`src/design/psc_pkg.sv`:
```
package psc_pkg;

  // coordinate width used when the top level is not overridden
  localparam int COORD_BITS_DEF = 32;

  // Q16.16 fraction bits, the unit one is 1 << FRAC_BITS
  localparam int FRAC_BITS = 16;

  // tolerance register
  localparam int                   TOL_BITS  = 15;
  localparam logic [TOL_BITS-1:0]  TOL_RESET = 15'd7;

  // configuration port
  localparam int DATA_W    = 32;
  localparam int ADDR_W    = 3;
  localparam int REG_IDX_W = ADDR_W - 2;
  localparam logic [REG_IDX_W-1:0] REG_TOLERANCE = '0;

  // limb multiplier: digit size and register stages
  localparam int MUL_LIMB   = 32;
  localparam int MUL_STAGES = 3;

  // action codes
  localparam logic ACT_PLANAR  = 1'b0;
  localparam logic ACT_SPATIAL = 1'b1;

  localparam int REL_W = 4;

  typedef enum logic [REL_W-1:0] {
    REL_UNKNOWN  = 4'd0,
    REL_DISJOINT = 4'd1,
    REL_LEFT     = 4'd2,
    REL_RIGHT    = 4'd3,
    REL_BEFORE   = 4'd4,
    REL_AFTER    = 4'd5,
    REL_BETWEEN  = 4'd6,
    REL_AT_START = 4'd7,
    REL_AT_END   = 4'd8
  } rel_t;

endpackage

```
`src/design/psc_mul.sv`:
```
module psc_mul
  import psc_pkg::*;
#(
  parameter int AW = 33,
  parameter int BW = 33
) (
  input  logic             clk,
  input  logic             en,
  input  logic [AW-1:0]    a,
  input  logic [BW-1:0]    b,
  output logic [AW+BW-1:0] p
);

  localparam int NA  = AW / MUL_LIMB + 1;
  localparam int NB  = BW / MUL_LIMB + 1;
  localparam int AXW = NA * MUL_LIMB;
  localparam int BXW = NB * MUL_LIMB;
  localparam int DGW = MUL_LIMB + 1;
  localparam int PPW = 2 * DGW;
  localparam int PW  = AW + BW;

  logic [AXW-1:0] a_x;
  logic [BXW-1:0] b_x;

  logic signed [DGW-1:0] a_dig [NA];
  logic signed [DGW-1:0] b_dig [NB];

  logic signed [PPW-1:0] pp [NA][NB];

  logic [PW-1:0] row_sum [NA];
  logic [PW-1:0] row_q   [NA];
  logic [PW-1:0] total;

  assign a_x = {{(AXW-AW){a[AW-1]}}, a};
  assign b_x = {{(BXW-BW){b[BW-1]}}, b};

  // lower digits unsigned, top digit carries the sign
  always_comb begin
    for (int i = 0; i < NA; i++) begin
      if (i == NA - 1) begin
        a_dig[i] = {a_x[AXW-1], a_x[i*MUL_LIMB +: MUL_LIMB]};
      end else begin
        a_dig[i] = {1'b0, a_x[i*MUL_LIMB +: MUL_LIMB]};
      end
    end
    for (int j = 0; j < NB; j++) begin
      if (j == NB - 1) begin
        b_dig[j] = {b_x[BXW-1], b_x[j*MUL_LIMB +: MUL_LIMB]};
      end else begin
        b_dig[j] = {1'b0, b_x[j*MUL_LIMB +: MUL_LIMB]};
      end
    end
  end

  // stage one: digit products
  always_ff @(posedge clk) begin
    if (en) begin
      for (int i = 0; i < NA; i++) begin
        for (int j = 0; j < NB; j++) begin
          pp[i][j] <= a_dig[i] * b_dig[j];
        end
      end
    end
  end

  // stage two: one row per digit of a, modulo the product width
  always_comb begin
    for (int i = 0; i < NA; i++) begin
      row_sum[i] = '0;
      for (int j = 0; j < NB; j++) begin
        row_sum[i] = row_sum[i] + (PW'(pp[i][j]) << (j * MUL_LIMB));
      end
    end
  end

  always_ff @(posedge clk) begin
    if (en) begin
      for (int i = 0; i < NA; i++) begin
        row_q[i] <= row_sum[i];
      end
    end
  end

  // stage three: rows together
  always_comb begin
    total = '0;
    for (int i = 0; i < NA; i++) begin
      total = total + (row_q[i] << (i * MUL_LIMB));
    end
  end

  always_ff @(posedge clk) begin
    if (en) begin
      p <= total;
    end
  end

endmodule

```
`config.mk`:
```
export PLATFORM = sky130hd
export DESIGN_NAME = psc_mul
export DESIGN_NICKNAME = d
export VERILOG_FILES = /design/src/design/psc_pkg.sv /design/src/design/psc_mul.sv
export SDC_FILE = /design/constraint.sdc
export NUM_CORES = 2
export LEC_CHECK = 0
export BUFFER_PORTS_ARGS = -buffer_cell sky130_fd_sc_hd__buf_4
export CELL_PAD_IN_SITES_DETAIL_PLACEMENT = 2
export CELL_PAD_IN_SITES_GLOBAL_PLACEMENT = 2
export CORE_MARGIN = 2
export CORE_UTILIZATION = 47
export DETAILED_ROUTE_END_ITERATION = 12
export HOLD_SLACK_MARGIN = 0.02
export PLACE_DENSITY_LB_ADDON = 0.1
export SKIP_CTS_REPAIR_TIMING = 1
export SLEW_MARGIN = 10
export SYNTH_ARGS = -nofsm -noshare
export SYNTH_HDL_FRONTEND = slang
export SYNTH_SLANG_ARGS = --single-unit
```
`constraint.sdc`:
```
create_clock -name clk -period 23 [get_ports clk]
set_input_delay 2.3 -clock clk [delete_from_list [all_inputs] [get_ports clk]]
set_output_delay 2.3 -clock clk [all_outputs]
set_load 0.03 [all_outputs]
```
==> flow_summary.json <==
{
  "dr_total_vias": 34745,
  "vias_per_cell": 5.80,
  "grt_util_met2_pct": 59.4,
  "hpwlAfterDp_um": 125000,
  "synth_ff_type": "edfxtp_1",
  "coreArea_um2": 100000,
  "hold_viol_final": 0,
  "synth_most_common_cell": "fa_1",
  "routabilityCongestion": 0.893,
  "layout_min_cycle_time_ns": 10.34,
  "initial_core_util_pct": 47.3,
  "synthCells": 4753,
  "cts_root_buffer": "clkbuf_16",
  "synth_common_cells": "898 x fa_1, 895 x inv_1, 611 x and2_1",
  "yosys.area.top_type_share_pct": 38.0,
  "post-route-period-util_pct": 44.9,
  "use_met3_pct": 4.86,
  "grt-ovfl-total": 0,
  "area_growth_pct": 5.99,
  "cpMostUsedCell": "fa_1",
  "startpoint_type": "input pin",
  "drv_cap": 0,
  "critPathMaxFanout": 35,
  "grt_pass1_vias": 41171,
  "syn_nets": 6050,
  "fp.dieW_um": 321,
  "worst_path_max_delay_cell": "fa_1",
  "cts_sinks": 300,
  "avgSynthCellArea_um2": 9.95,
  "fin_skew_ns": 0.0235,
  "criticalPathCategory": "in2reg",
  "path_clk_slew_ns": 0.06,
  "synth_top_cells_by_area": "fa_1 38%, edfxtp_1 19%, ha_1 8.8%, and2_1 8.1%, inv_1 7.1%",
  "max_stage_delay_ns": 0.57,
  "drc": 0,
  "max_slew_margin_pct": 33.6,
  "antenna_found_initial": 16,
  "io-pin-count": 134,
  "ant_nets": 0,
  "yosysWarnings": 0,
  "outcome": "finished, final reports clean",
  "syn-cell-area_um2": 47300,
  "port_buffers": 133,
  "yosys.area.top_type": "fa_1",
  "busiest_layer": "met2",
  "crit_arrival_ns": 10.66,
  "worstPathRequired_ns": 23.33,
  "fmax_mhz": 96.7,
  "async_flop_share_pct": 0,
  "rows": 116,
  "grt_max_degree": 134,
  "drive_above_1_share_pct": 4.51,
  "critical_path.cell_chain": "buf_4, and2_1, fa_1, fa_1, fa_1, inv_1, fa_1, inv_1, fa_1, fa_1, fa_1, fa_1, ha_1, a21oi_1, o21ai_0, a21oi_1, o21ai_0, a21oi_1, o31ai_1, buf_4, and4_1, a2111oi_0, o21bai_1, xor2_1",
  "end_kind": "flip-flop",
  "dp_cells": 5912,
  "routed_wl_um": 172000,
  "yosys_register_bits": 300,
  "synth_edf_count": 300,
  "grt_pass1_wl_um": 261000,
  "die_h_um": 321,
  "fin_setup_tns_ns": 0,
  "cts_inserted_buffers": 37,
  "seq_area_frac_synth_pct": 19.0,
  "ys_types": 68,
  "dr.pass1.iters": 5,
  "setup_viol": 0,
  "htreeDepth": 2,
  "cts_tree": "built",
  "stdcell_count": 5988,
  "finalCoreUtilization_pct": 50.1,
  "drv_slew": 0,
  "rsz0062_at_grt": "false",
  "nets": 5950,
  "initialDrtViolationCount": 2180,
  "die_area_um2": 103000,
  "use_met1_pct": 43.8,
  "avgRoutedWirePerCell_um": 28.7,
  "clockBufferDepth": 3,
  "clk_latency_ns": 0.60,
  "worst_slew_pin_slew_ns": 0.996,
  "globalRouteTotalUtil_pct": 34.3,
  "hold_class": "reg2reg"
}
layer usage:
metal,up-vias,routed length (um)
met3,400,10600
li1,14399,-
met5,-,40
met1,18738,68900
met4,6,6200
met2,1202,86400
metrics by stage:
stage | setup slack [ns] | hold WS [ns] | cell area [um2]
after detailed placement | 12.27 | 0.406 | 49000
after floorplan | 13.52 | 0.400 | 47300
final | 12.66 | 0.416 | 50100
after global placement | 12.38 | 0.401 | 49000
after global routing | 12.47 | 0.423 | 50100
after CTS | 12.83 | 0.417 | 50100
cell usage in the layout (no fill, tap or decap), types with 9 or more instances in the layout:
cell type and count:
a211oi_1 11, a21o_1 53, a21oi_1 144, a221oi_1 10, a31oi_1 15, and2_1 611
and3_1 27, and4_1 10, buf_4 141, clkbuf_1 10, clkbuf_16 37, diode_2 10
edfxtp_1 300, fa_1 898, ha_1 331, inv_1 895, nand2_1 526, nand2b_1 29
nand3_1 20, nand3b_1 11, nand4_1 29, nor2_1 80, nor2b_1 31, nor3_1 24
nor4_1 15, o211ai_1 9, o21a_1 23, o21ai_0 91, o21bai_1 23, o31ai_1 10
or3_1 17, xnor2_1 110, xor2_1 53
state kept, by name, summed over array words and instances (netlist names):
register,count
row_q,100
p,66
pp,134
worst paths after layout:
| kind | start | endpoint | slack (ns) | cells past startpoint |
|---|---|---|---|---|
| setup / recovery | a[15] | pp[0][128] | 12.66 | 24 |
| setup reg to reg | pp[0][1] | row_q[0][55] | 18.88 | 11 |
| hold / removal | pp[1][78] | row_q[0][78] | 0.42 | 0 |
| hold reg to reg | pp[1][78] | row_q[0][78] | 0.42 | 0 |
worst max-delay path: cells and delay by family:
family / cells / cell delay, ns
adder cells (fa/ha/maj): 9 / 4.48
AO/OA/AOI/OAI: 8 / 2.33
buffers and inverters: 4 / 0.80
XOR/XNOR: 1 / 0.16
AND/OR/NAND/NOR: 2 / 0.50
cells by family after synthesis:
logic type,count (synthesis),share of synthesized area (%)
fa+ha+maj,1229,46.7
simple gates,1451,16.1
flops,300,19.0
other cells,1,0.00793
xor+xnor,163,3.02
buf+inv,1177,9.36
compound gates,431,5.68
mux,1,0.0212
final cells by class:
type / count / area (um2)
clock inverter: 19 / 195
clock buffer: 47 / 963
antenna: 10 / 25.0
timing repair buffer: 143 / 1090
multi-input combinational: 3276 / 33900
inverter: 895 / 3360
tap: 1298 / 1620
sequential: 300 / 9010
fill: 10363 / 49900
Power is not shown: default switching activity piles up to over one toggle a cycle in this logic, so the estimate is an artifact.
